==> src/sv/vfc_pkg.sv <==
// ----------------------------------------------------------------------------
// vfc_pkg
// Shared constants and types of the valid-mode FIR correlation unit.
// ----------------------------------------------------------------------------
package vfc_pkg;

  localparam int MAX_TAPS_DEF  = 64;
  localparam int SAMPLE_W_DEF  = 16;
  localparam int COEF_W_DEF    = 18;

  localparam int TAP_COUNT_W   = 7;
  localparam int TAP_INDEX_W   = 6;
  localparam int RESULT_W      = 40;

  localparam logic [TAP_COUNT_W-1:0] TAP_COUNT_RST = TAP_COUNT_W'(1);

  localparam logic KIND_COEF   = 1'b0;
  localparam logic KIND_SAMPLE = 1'b1;

  typedef struct packed {
    logic shift;
    logic rot;
  } cell_ctrl_t;

  typedef struct packed {
    logic clear;
    logic issue;
  } mac_ctrl_t;

endpackage

==> src/sv/vfc_ram.sv <==
// ----------------------------------------------------------------------------
// vfc_ram
// Generic simple dual-port RAM, one write and one registered read port.
// ----------------------------------------------------------------------------
module vfc_ram #(
  parameter int WIDTH = vfc_pkg::COEF_W_DEF,
  parameter int DEPTH = vfc_pkg::MAX_TAPS_DEF,
  localparam int AW   = (DEPTH > 1) ? $clog2(DEPTH) : 1
) (
  input  logic             clk,
  input  logic             wr_en,
  input  logic [AW-1:0]    wr_addr,
  input  logic [WIDTH-1:0] wr_data,
  input  logic             rd_en,
  input  logic [AW-1:0]    rd_addr,
  output logic [WIDTH-1:0] rd_data
);

  logic [WIDTH-1:0] mem [DEPTH];
  logic [WIDTH-1:0] rd_data_r;

  always_ff @(posedge clk) begin
    if (wr_en) begin
      mem[wr_addr] <= wr_data;
    end
    if (rd_en) begin
      rd_data_r <= mem[rd_addr];
    end
  end

  assign rd_data = rd_data_r;

endmodule

==> src/sv/vfc_cell.sv <==
// ----------------------------------------------------------------------------
// vfc_cell
// One sample cell of the window ring: shifts in a new sample or rotates.
// ----------------------------------------------------------------------------
module vfc_cell #(
  parameter int SAMPLE_WIDTH = vfc_pkg::SAMPLE_W_DEF
) (
  input  logic                           clk,
  input  vfc_pkg::cell_ctrl_t            ctrl,
  input  logic signed [SAMPLE_WIDTH-1:0] shift_in,
  input  logic signed [SAMPLE_WIDTH-1:0] rot_in,
  output logic signed [SAMPLE_WIDTH-1:0] samp
);

  logic signed [SAMPLE_WIDTH-1:0] samp_r;
  logic signed [SAMPLE_WIDTH-1:0] samp_nxt;

  always_comb begin
    samp_nxt = samp_r;
    if (ctrl.shift) begin
      samp_nxt = shift_in;
    end else if (ctrl.rot) begin
      samp_nxt = rot_in;
    end
  end

  always_ff @(posedge clk) begin
    samp_r <= samp_nxt;
  end

  assign samp = samp_r;

endmodule

==> src/sv/vfc_mac.sv <==
// ----------------------------------------------------------------------------
// vfc_mac
// Pipelined multiply-accumulate: sample register, product register, 40-bit sum.
// ----------------------------------------------------------------------------
module vfc_mac #(
  parameter int SAMPLE_WIDTH = vfc_pkg::SAMPLE_W_DEF,
  parameter int COEF_WIDTH   = vfc_pkg::COEF_W_DEF
) (
  input  logic                               clk,
  input  logic                               rst_n,
  input  vfc_pkg::mac_ctrl_t                 ctrl,
  input  logic signed [SAMPLE_WIDTH-1:0]     samp,
  input  logic [COEF_WIDTH-1:0]              coef,
  output logic signed [vfc_pkg::RESULT_W-1:0] acc,
  output logic                               busy
);

  localparam int PW = SAMPLE_WIDTH + COEF_WIDTH;

  logic signed [SAMPLE_WIDTH-1:0]      samp_d_r;
  logic signed [PW-1:0]                prod_r;
  logic                                v1_r;
  logic                                v2_r;
  logic signed [vfc_pkg::RESULT_W-1:0] acc_r;
  logic signed [vfc_pkg::RESULT_W-1:0] acc_nxt;

  always_comb begin
    acc_nxt = acc_r;
    if (ctrl.clear) begin
      acc_nxt = '0;
    end else if (v2_r) begin
      acc_nxt = acc_r + vfc_pkg::RESULT_W'(prod_r);
    end
  end

  always_ff @(posedge clk) begin
    samp_d_r <= samp;
    prod_r   <= samp_d_r * $signed(coef);
  end

  always_ff @(posedge clk) begin
    if (!rst_n) begin
      v1_r  <= 1'b0;
      v2_r  <= 1'b0;
      acc_r <= '0;
    end else begin
      v1_r  <= ctrl.issue;
      v2_r  <= v1_r;
      acc_r <= acc_nxt;
    end
  end

  assign acc  = acc_r;
  assign busy = v1_r | v2_r;

endmodule

==> src/sv/valid_fir_correlation_unit.sv <==
// ----------------------------------------------------------------------------
// valid_fir_correlation_unit
// Valid-mode FIR correlation over a ring of sample cells with one shared MAC.
// ----------------------------------------------------------------------------
// A coefficient load or a sample that does not complete the window leaves the
// input ready. A sample that yields a result holds the input after its
// transaction while the sample ring makes one full turn, presenting one held
// sample to the multiply-accumulate unit per cycle against the coefficient RAM
// read, while the two MAC pipeline stages drain, and until the sum is handed
// to the output register once that register is free. The output register holds
// a result until taken while the next transaction is accepted.
module valid_fir_correlation_unit #(
  parameter int MAX_TAPS     = vfc_pkg::MAX_TAPS_DEF,
  parameter int SAMPLE_WIDTH = vfc_pkg::SAMPLE_W_DEF,
  parameter int COEF_WIDTH   = vfc_pkg::COEF_W_DEF
) (
  input  logic                                clk,
  input  logic                                rst_n,
  input  logic                                cfg_wr_en,
  input  logic [vfc_pkg::TAP_COUNT_W-1:0]     cfg_wr_data,
  input  logic                                in_valid,
  output logic                                in_ready,
  input  logic                                in_kind,
  input  logic [vfc_pkg::TAP_INDEX_W-1:0]     in_tap_index,
  input  logic signed [COEF_WIDTH-1:0]        in_tap_value,
  input  logic signed [SAMPLE_WIDTH-1:0]      in_sample,
  input  logic                                in_frame_start,
  input  logic                                in_frame_end,
  output logic                                out_valid,
  input  logic                                out_ready,
  output logic signed [vfc_pkg::RESULT_W-1:0] out_result,
  output logic                                out_last
);

  localparam int AW = (MAX_TAPS > 1) ? $clog2(MAX_TAPS) : 1;
  localparam int TW = $clog2(MAX_TAPS + 1);
  localparam int CW = $clog2(MAX_TAPS + 2);
  localparam logic [CW-1:0] CNT_LAST = CW'(MAX_TAPS + 1);
  localparam logic [CW-1:0] CNT_ROT  = CW'(MAX_TAPS);

  typedef enum logic [2:0] {
    S_IDLE = 3'b001,
    S_RUN  = 3'b010,
    S_DONE = 3'b100
  } state_t;

  state_t                              state_r, state_nxt;
  logic [CW-1:0]                       cnt_r, cnt_nxt;
  logic [TW-1:0]                       fill_r, fill_nxt;
  logic [vfc_pkg::TAP_COUNT_W-1:0]     tap_count_r;
  logic                                last_r;
  logic                                out_valid_r, out_valid_nxt;
  logic signed [vfc_pkg::RESULT_W-1:0] out_result_r;
  logic                                out_last_r;

  logic                                in_fire, load_fire, smp_fire, fires, out_load;
  logic [TW-1:0]                       taps_eff;
  logic [CW-1:0]                       taps_ext, rd_idx;
  vfc_pkg::cell_ctrl_t                 cell_ctrl;
  vfc_pkg::mac_ctrl_t                  mac_ctrl;
  logic signed [SAMPLE_WIDTH-1:0]      samp_w [MAX_TAPS];
  logic [COEF_WIDTH-1:0]               coef_q;
  logic signed [vfc_pkg::RESULT_W-1:0] acc;
  logic                                mac_busy;

  assign in_ready  = (state_r == S_IDLE);
  assign in_fire   = in_valid && in_ready;
  assign load_fire = in_fire && (in_kind == vfc_pkg::KIND_COEF) &&
                     (int'(in_tap_index) < MAX_TAPS);
  assign smp_fire  = in_fire && (in_kind == vfc_pkg::KIND_SAMPLE);

  always_comb begin
    if (tap_count_r == '0) begin
      taps_eff = TW'(1);
    end else if (int'(tap_count_r) > MAX_TAPS) begin
      taps_eff = TW'(MAX_TAPS);
    end else begin
      taps_eff = TW'(tap_count_r);
    end
  end

  always_comb begin
    if (in_frame_start) begin
      fill_nxt = TW'(1);
    end else if (int'(fill_r) < MAX_TAPS) begin
      fill_nxt = fill_r + TW'(1);
    end else begin
      fill_nxt = fill_r;
    end
  end

  assign fires    = smp_fire && (fill_nxt >= taps_eff);
  assign taps_ext = CW'(taps_eff);
  assign rd_idx   = taps_ext - CW'(1) - cnt_r;

  assign cell_ctrl.shift = smp_fire;
  assign cell_ctrl.rot   = (state_r == S_RUN) && (cnt_r < CNT_ROT);
  assign mac_ctrl.clear  = smp_fire;
  assign mac_ctrl.issue  = (state_r == S_RUN) && (cnt_r < taps_ext);

  assign out_load = (state_r == S_DONE) && (!out_valid_r || out_ready);

  always_comb begin
    state_nxt = state_r;
    cnt_nxt   = cnt_r;
    case (state_r)
      S_IDLE: begin
        cnt_nxt = '0;
        if (fires) begin
          state_nxt = S_RUN;
        end
      end
      S_RUN: begin
        cnt_nxt = cnt_r + CW'(1);
        if (cnt_r == CNT_LAST) begin
          state_nxt = S_DONE;
        end
      end
      S_DONE: begin
        if (out_load) begin
          state_nxt = S_IDLE;
        end
      end
      default: begin
        state_nxt = S_IDLE;
      end
    endcase
  end

  always_comb begin
    out_valid_nxt = out_valid_r;
    if (out_load) begin
      out_valid_nxt = 1'b1;
    end else if (out_ready) begin
      out_valid_nxt = 1'b0;
    end
  end

  always_ff @(posedge clk) begin
    if (!rst_n) begin
      state_r     <= S_IDLE;
      cnt_r       <= '0;
      fill_r      <= '0;
      tap_count_r <= vfc_pkg::TAP_COUNT_RST;
      out_valid_r <= 1'b0;
    end else begin
      state_r     <= state_nxt;
      cnt_r       <= cnt_nxt;
      out_valid_r <= out_valid_nxt;
      if (smp_fire) begin
        fill_r <= fill_nxt;
      end
      if (cfg_wr_en) begin
        tap_count_r <= cfg_wr_data;
      end
    end
  end

  always_ff @(posedge clk) begin
    if (smp_fire) begin
      last_r <= in_frame_end;
    end
    if (out_load) begin
      out_result_r <= acc;
      out_last_r   <= last_r;
    end
  end

  // Ring: cell 0 holds the newest sample; rotation moves cell k+1 into cell k.
  for (genvar k = 0; k < MAX_TAPS; k++) begin : g_cell
    vfc_cell #(
      .SAMPLE_WIDTH(SAMPLE_WIDTH)
    ) u_cell (
      .clk      (clk),
      .ctrl     (cell_ctrl),
      .shift_in ((k == 0) ? in_sample : samp_w[(k + MAX_TAPS - 1) % MAX_TAPS]),
      .rot_in   (samp_w[(k + 1) % MAX_TAPS]),
      .samp     (samp_w[k])
    );
  end

  vfc_ram #(
    .WIDTH(COEF_WIDTH),
    .DEPTH(MAX_TAPS)
  ) u_coef_ram (
    .clk     (clk),
    .wr_en   (load_fire),
    .wr_addr (AW'(in_tap_index)),
    .wr_data (in_tap_value),
    .rd_en   (mac_ctrl.issue),
    .rd_addr (AW'(rd_idx)),
    .rd_data (coef_q)
  );

  vfc_mac #(
    .SAMPLE_WIDTH(SAMPLE_WIDTH),
    .COEF_WIDTH  (COEF_WIDTH)
  ) u_mac (
    .clk   (clk),
    .rst_n (rst_n),
    .ctrl  (mac_ctrl),
    .samp  (samp_w[0]),
    .coef  (coef_q),
    .acc   (acc),
    .busy  (mac_busy)
  );

  assign out_valid  = out_valid_r;
  assign out_result = out_result_r;
  assign out_last   = out_last_r;

  a_cnt_bound: assert property (@(posedge clk) disable iff (!rst_n)
    (state_r == S_RUN) |-> (int'(cnt_r) <= MAX_TAPS + 1))
    else $error("ring counter out of range");

  a_mac_drained: assert property (@(posedge clk) disable iff (!rst_n)
    (state_r == S_DONE) |-> !mac_busy)
    else $error("MAC pipeline busy when result is taken");

  a_out_from_done: assert property (@(posedge clk) disable iff (!rst_n)
    $rose(out_valid_r) |-> $past(state_r == S_DONE))
    else $error("result loaded outside completion");

  a_fire_runs: assert property (@(posedge clk) disable iff (!rst_n)
    fires |=> (state_r == S_RUN) && (cnt_r == '0))
    else $error("completing sample did not start accumulation");

endmodule
==> config.mk <==
export PLATFORM = sky130hd
export DESIGN_NAME = valid_fir_correlation_unit
export DESIGN_NICKNAME = d
export VERILOG_FILES = /design/src/sv/vfc_pkg.sv /design/src/sv/vfc_ram.sv /design/src/sv/vfc_cell.sv /design/src/sv/vfc_mac.sv /design/src/sv/valid_fir_correlation_unit.sv
export SDC_FILE = /design/constraint.sdc
export NUM_CORES = 2
export LEC_CHECK = 0
export BUFFER_PORTS_ARGS = -buffer_cell sky130_fd_sc_hd__buf_2
export CELL_PAD_IN_SITES_DETAIL_PLACEMENT = 0
export CELL_PAD_IN_SITES_GLOBAL_PLACEMENT = 1
export CORE_AREA = 2 2 466 515
export DETAILED_ROUTE_END_ITERATION = 8
export DIE_AREA = 0 0 468 517
export GPL_TIMING_DRIVEN = 0
export HOLD_SLACK_MARGIN = 0.02
export PLACE_DENSITY_LB_ADDON = 0.1
export SLEW_MARGIN = 25
export SYNTH_ARGS = -nofsm -noshare
export SYNTH_HDL_FRONTEND = slang
export SYNTH_SLANG_ARGS = --single-unit
==> constraint.sdc <==
create_clock -name clk -period 94.5 [get_ports clk]
set_input_delay 18.9 -clock clk [delete_from_list [all_inputs] [get_ports clk]]
set_output_delay 18.9 -clock clk [all_outputs]
set_load 0.05 [all_outputs]
Word-level counts from Yosys, hierarchy flattened:

Memories as Yosys holds them, arrays and structs flattened. A register that Yosys moved wholly into a read port is not among the register bits.
Index checks and enable logic that the tools add are counted.
Widths: inputs -> output; s select.

* add/sub/neg operators: 5
* $mul: 1
* divide/modulo/power cells: 0
* magnitude comparators: 5
* equality and inequality tests: 7
* shift operators: 0
* muxes and demuxes: 141
* bitwise operators: 2
* reduce and logical (&&, ||, !) cells: 15

Operators with widths (number)
* $mux 16: 128
* $add 40x34->40: 1
* $mul 16x18->34: 1
* $mux 7: 4
* $add 7x1->7 const B: 2
* $lt 7x7->1 const B: 2
* $pmux 7 s2: 1
* $mux 3: 3
* $pmux 3 s3: 1
* $eq 7x7->1 const B: 1
* $ge 7x7->1: 1
* $gt 7x7->1 const B: 1
* $logic_and 1x1->1: 7
* $logic_not 7->1: 1
* $lt 7x7->1: 1
* $reduce_bool 2->1: 3
* $sub 6x1->6 const B: 1
* $sub 6x6->6: 1
* $mux 1: 4
* $ne 2x1->1 const B: 2
* $eq 3x1->1 const B: 1
* $eq 3x2->1 const B: 1
* $eq 3x3->1 const B: 1
* $reduce_and 3->1: 1
* other kinds (5): 6

* flip-flop bits (word level): 1183
* latch bits: 0
* bits in writable memories: 1152
* bits in read-only memories: 0
* bits of input ports: 55
* output and inout bits: 43
* logic and storage cells: 254
* memories: 1

Memories
* u_coef_ram.mem: depth 64, bits a word 18, rd ports 1, clocked after Yosys merged registers in 1, write ports 1, RTL line vfc_ram.sv:19 `logic [WIDTH-1:0] mem [DEPTH];`

Depth between registers and ports, before layout:

* depth in word-level cells: 7
* depth in mapped cells: 24
* gate-level depth less buffers: 23

By module:

Synthesis repeated with hierarchy kept, for this count alone.

* cell total of the unflattened synthesis: 6165
* area total of the unflattened synthesis: 110179.4 sq um

By module, submodules not included
* vfc_cell: instances 64, cells each 35, area each 732.0 sq um, sequential area each 480.5 sq um
* vfc_ram: instances 1, cells each 1957, area each 44801.7 sq um, sequential area each 35133.7 sq um
* vfc_mac: instances 1, cells each 1703, area each 15424.8 sq um, sequential area each 1841.8 sq um
* valid_fir_correlation_unit: instances 1, cells each 265, area each 3108.0 sq um, sequential area each 1761.7 sq um

Least setup slack after synthesis:

OpenSTA, ideal clock, no wires.

* kind: register to register
* start: register state_r[0]
* end: register g_cell[0].u_cell.samp_r[0], enable pin
* library setup time: 3.838 ns
* arrival: 71.906 ns
* slack: 18.757 ns
* stages on the path, launching flop included: 5
* clock period less this slack: 75.743 ns
* path through: dfxtp_1 > clkbuf_1 > nor2_1 > nand2_1 > o21ai_0

* cells in the longest elaborated chain, start to end: 4
* elaborated cells on any way between the ends: 6
* classes of those cells: eq/ne: 2; reduce/logical: 4

RTL lines
* from (decl): RTL line valid_fir_correlation_unit.sv:47 `state_t state_r, state_nxt;`
* from (signal assigned): RTL line valid_fir_correlation_unit.sv:147 `state_r <= state_nxt;`
* $eq 3x1->1: RTL line valid_fir_correlation_unit.sv:66 `assign in_ready = (state_r == S_IDLE);`
* $logic_and 1x1->1: RTL line valid_fir_correlation_unit.sv:67 `assign in_fire = in_valid && in_ready;`
* $logic_and 1x1->1: RTL line valid_fir_correlation_unit.sv:70 `assign smp_fire = in_fire && (in_kind == vfc_pkg::KIND_SAMPLE);`
* $reduce_bool 2->1 (no source line) *
* to (signal assigned): RTL line vfc_cell.sv:28 `samp_r <= samp_nxt;`
* to (decl): RTL line vfc_cell.sv:15 `logic signed [SAMPLE_WIDTH-1:0] samp_r;`

Mark *: on every way between the ends. The rest lies on a longest branch, timed or not.
A chain may end at the register's enable or synchronous reset.

Final worst setup path:

* start: input port in_kind
* end: register g_cell[48].u_cell.samp_r[3], enable pin

* cells in the longest elaborated chain, start to end: 2

RTL lines
* from (decl): RTL line valid_fir_correlation_unit.sv:23 `input logic in_kind,`
* $logic_and 1x1->1: RTL line valid_fir_correlation_unit.sv:70
* $reduce_bool 2->1 (no source line)
* to (signal assigned): RTL line vfc_cell.sv:28
* to (decl): RTL line vfc_cell.sv:15

Every way passes these cells.

==> reports/qor.csv <==
stage;metric;value;unit
synth;sequential-to-total area share from yosys stat;65.5;%
sta;Final Hold Viols;0;
die;row cnt;188;
clocking;CTS sink cnt;2353;
setup_path;WP data arrival;23.90;ns
clocking;CTS tree;done;
power_and_ir_drop;clock share of power;34.1;%
global_route;gr ovfl total;0;
setup_path;WS Path Type;primary input to register;
clocking;Clk Latency, worst-skew pair;0.88;ns
final_layout;nets;8951;
global_route;first-pass GRT wire length;392;mm
placement;port bufs;93;
power_and_ir_drop;Total Power;0.00275;W
setup_path;Startpoint Class;primary input;
final_layout;non-filler cells, final;11800;
sta;Setup violations, final;0;
global_route;Total GRT Usage;21.5;%
setup_path;CP max-delay cell;nand3_1;
die;Die Area;242000;µm²
clocking;Resized Gates After CTS;0;
global_route;largest net degree at the start of global routing;65;
synth;mean area per synthesized cell;13.2;µm²
route;Post-DRT Antenna Nets;0;
route;DRC;0;
route;vias per cell;5.20;
clocking;CTS Hold Bufs;0;
synth;Mapped Cells;8041;
flow_run;max_cap viols;0;
sta;Final Cycle Share;24.6;%
setup_path;CP cell instances;buf_2 -> nand3_1 -> buf_2 -> buf_2 -> clkbuf_1 -> clkbuf_1 -> o21ai_4 -> buf_16 -> buf_16 -> buf_16 -> buf_16 -> buf_16 -> buf_16 -> buf_16 -> buf_16 -> buf_16;
placement;DPL Wire Length;186;mm
power_and_ir_drop;Gate power share;21.7;%
power_and_ir_drop;switch share;28.2;%
setup_path;Max FO, Critical Path;21;
worst_hold_path;Hold Path Class;register to register;
synth;largest cells by area after synthesis;edfxtp_1 63%, nand2_1 12%, mux4_2 7.6%;
synth;Mapped Area;106000;µm²
route;routed length per instance;21.9;µm
die;overall die height;517;µm
global_route;vias in the first global route;63200;
power_and_ir_drop;sw power;0.000776;W
synth;FFs w/ async S/R, synth;0;%
clocking;H-tree levels;4;
setup_path;CP required;95.12;ns
run_status;status;finished, final reports clean;
route;Vias;61400;
clocking;CTS root buf;clkbuf_16;
sta;fin crit period;23.27;ns
route;WL final;259;mm
setup_path;CP dominant cell by count;buf_16;
final_layout;layout cells sized above 1;12.1;%
sta;Least-Margin Pin Slew;1.09;ns
clocking;CTS buffer count;238;
power_and_ir_drop;sequential cell fraction of total power;44.2;%
synth;Unique masters post-synth;73;
synth;Mapped Nets;8534;
sta;setup TNS;0;ns
synth;YS warnings;0;
power_and_ir_drop;Worst VDD drop;0.0200;mV
sta;Max Slew Vio Count;0;
power_and_ir_drop;Pleak;46.1;nW
setup_path;Max stage delay on crit path;0.68;ns
setup_path;Worst Setup End Kind;register;
synth;Post-synth EDFFs;2236;
die;# IOs;98;
placement;Final GP Congestion;0.850;
route;drt first-iter violations;4743;
synth;area leader, netlist;edfxtp_1;
clocking;postcts setup bufs;0;
synth;dominant synthesized flop cell;edfxtp_1;
placement;Post-Place Cells;11400;
final_layout;most frequent cells in the layout;3285 x nand2_1, 2236 x edfxtp_1, 360 x mux4_2;
clocking;Max clock buf depth;3;
global_route;initial antenna violation count;17;
die;Die Wd;468;µm
sta;Max-slew headroom;26.9;%
die;initial core utilization;44.7;%
sta;RSZ-0062 raised after global routing;false;
sta;FMAX;43.0;MHz
synth;Synth top area share;63.3;%
final_layout;commonest non-fill, non-tap cell in the layout;nand2_1;
route;DR pass1 iterations;5;
power_and_ir_drop;Pint;0.00198;W
synth;flops & latches, synth;2353;
final_layout;Syn-to-layout area delta;13.9;%
sta;clk_skew;0.0628;ns
die;core region area;237000;µm²
clocking;Clock Pin Slew Worst Setup and Hold Paths;0.06;ns
power_and_ir_drop;PwrDens;22.8;nW/µm²
area by class of cell:
cell class	count	area, µm²
clock buffers	290	6210
well taps	3135	3920
diodes	9	22.5
flip-flops and latches	2353	69500
inverters	359	1350
multi-input cells	4944	34200
repair buffers	177	2500
fillers	20800	116000
clock inverters	150	1530
plain buffers	385	1590
worst max-delay path, delay by kind of cell:
family                 cells  cell delay (ns)
buffers and inverters     14             3.84
AND/OR/NAND/NOR            1             0.68
AO/OA/AOI/OAI              1             0.32
state kept, by name, summed over array words and instances (netlist names):
signal	count
u_mac.v1_r	1
g_cell.u_cell.samp	1024
cnt_r	7
fill_r	7
u_mac.acc	40
out_last	1
state_r	3
u_mac.samp_d_r	16
u_mac.v2_r	1
out_valid	1
u_coef_ram.rd_data	18
last_r	1
u_mac.prod_r	34
tap_count_r	7
out_result	40
u_coef_ram.mem	1152
power groups by stage:
stage / Clock [W] / Sequential (W) / Combinational [W]
finish: 0.000938 / 0.00122 / 0.000597
detailed placement: 0 / 0.00124 / 0.000601
CTS: 0.000960 / 0.00122 / 0.000604
global placement: 0 / 0.00136 / 0.000584
floorplan: 0 / 0.00131 / 0.000431
global route: 0.000997 / 0.00122 / 0.000676
synthesized netlist by cell type, types with 3 or more instances:
cell type and n:
o211ai_1 5, o21ai_0 29, and3_1 10, a21o_1 50, nor2_1 142, xnor2_1 49
o22ai_1 6, o31ai_1 5, nor2b_1 34, a21oi_1 102, dfxtp_1 117, nand3b_1 12
a21boi_0 11, or4b_1 3, nand2_1 3285, buf_4 4, clkbuf_1 283, edfxtp_1 2236
nand3_1 26, a31oi_1 12, xor2_1 25, o21bai_1 11, o21ai_1 9, o221ai_1 3
ha_1 146, or3_1 7, nand4_1 8, o2111ai_1 3, fa_1 292, buf_2 83
nor4b_1 3, nor3b_1 3, nand2b_1 12, o21a_1 12, a211oi_1 28, mux4_2 360
nor3_1 10, buf_1 11, inv_1 358, mux2i_1 49, and4_1 3, and2_1 146
final timing paths:
path	from	end	slack, ns	cells after the start
setup / recovery	in_kind	g_cell[48].u_cell.samp[3]$_DFFE_PP_	71.23	16
hold / removal	g_cell[0].u_cell.samp[11]$_DFFE_PP_	u_mac.samp_d_r[11]$_DFF_P_	0.42	0
setup reg to reg	u_mac.samp_d_r[7]$_DFF_P_	u_mac.prod_r[31]$_DFF_P_	87.02	24
hold reg to reg	g_cell[0].u_cell.samp[11]$_DFFE_PP_	u_mac.samp_d_r[11]$_DFF_P_	0.42	0
metrics by stage:
stage / worst slack (ns) / area [µm²] / utilization, % / hold WS (ns)
after floorplan: 18.76 / 106000 / - / 0.370
after global placement: -12.64 / 110000 / 46.6 / 0.405
after detailed placement: 70.24 / 113000 / 47.7 / 0.415
after CTS: 71.17 / 121000 / 50.9 / 0.434
after global routing: 71.08 / 121000 / 50.9 / 0.451
final: 71.23 / 121000 / 50.9 / 0.420
layer usage:
layer	global-route usage (%)	up-vias	share of wire, %	wire length (µm)
li1	-	28700	-	-
met1	30.8	30900	45	117000
met2	34.8	1452	47	123000
met3	2.71	363	4.8	12400
met4	5.99	2	2.7	7100
met5	0	-	0.0050	13
logic make-up after synthesis:
logic type	after synthesis	share of synthesized area, %
compound gates	306	1.89
xor+xnor	75	0.626
fa+ha+maj	438	7.23
buf+inv	744	2.76
flops	2353	65.5
mux	409	8.11
simple gates	3716	13.9
(Power assumes the default switching activity.)
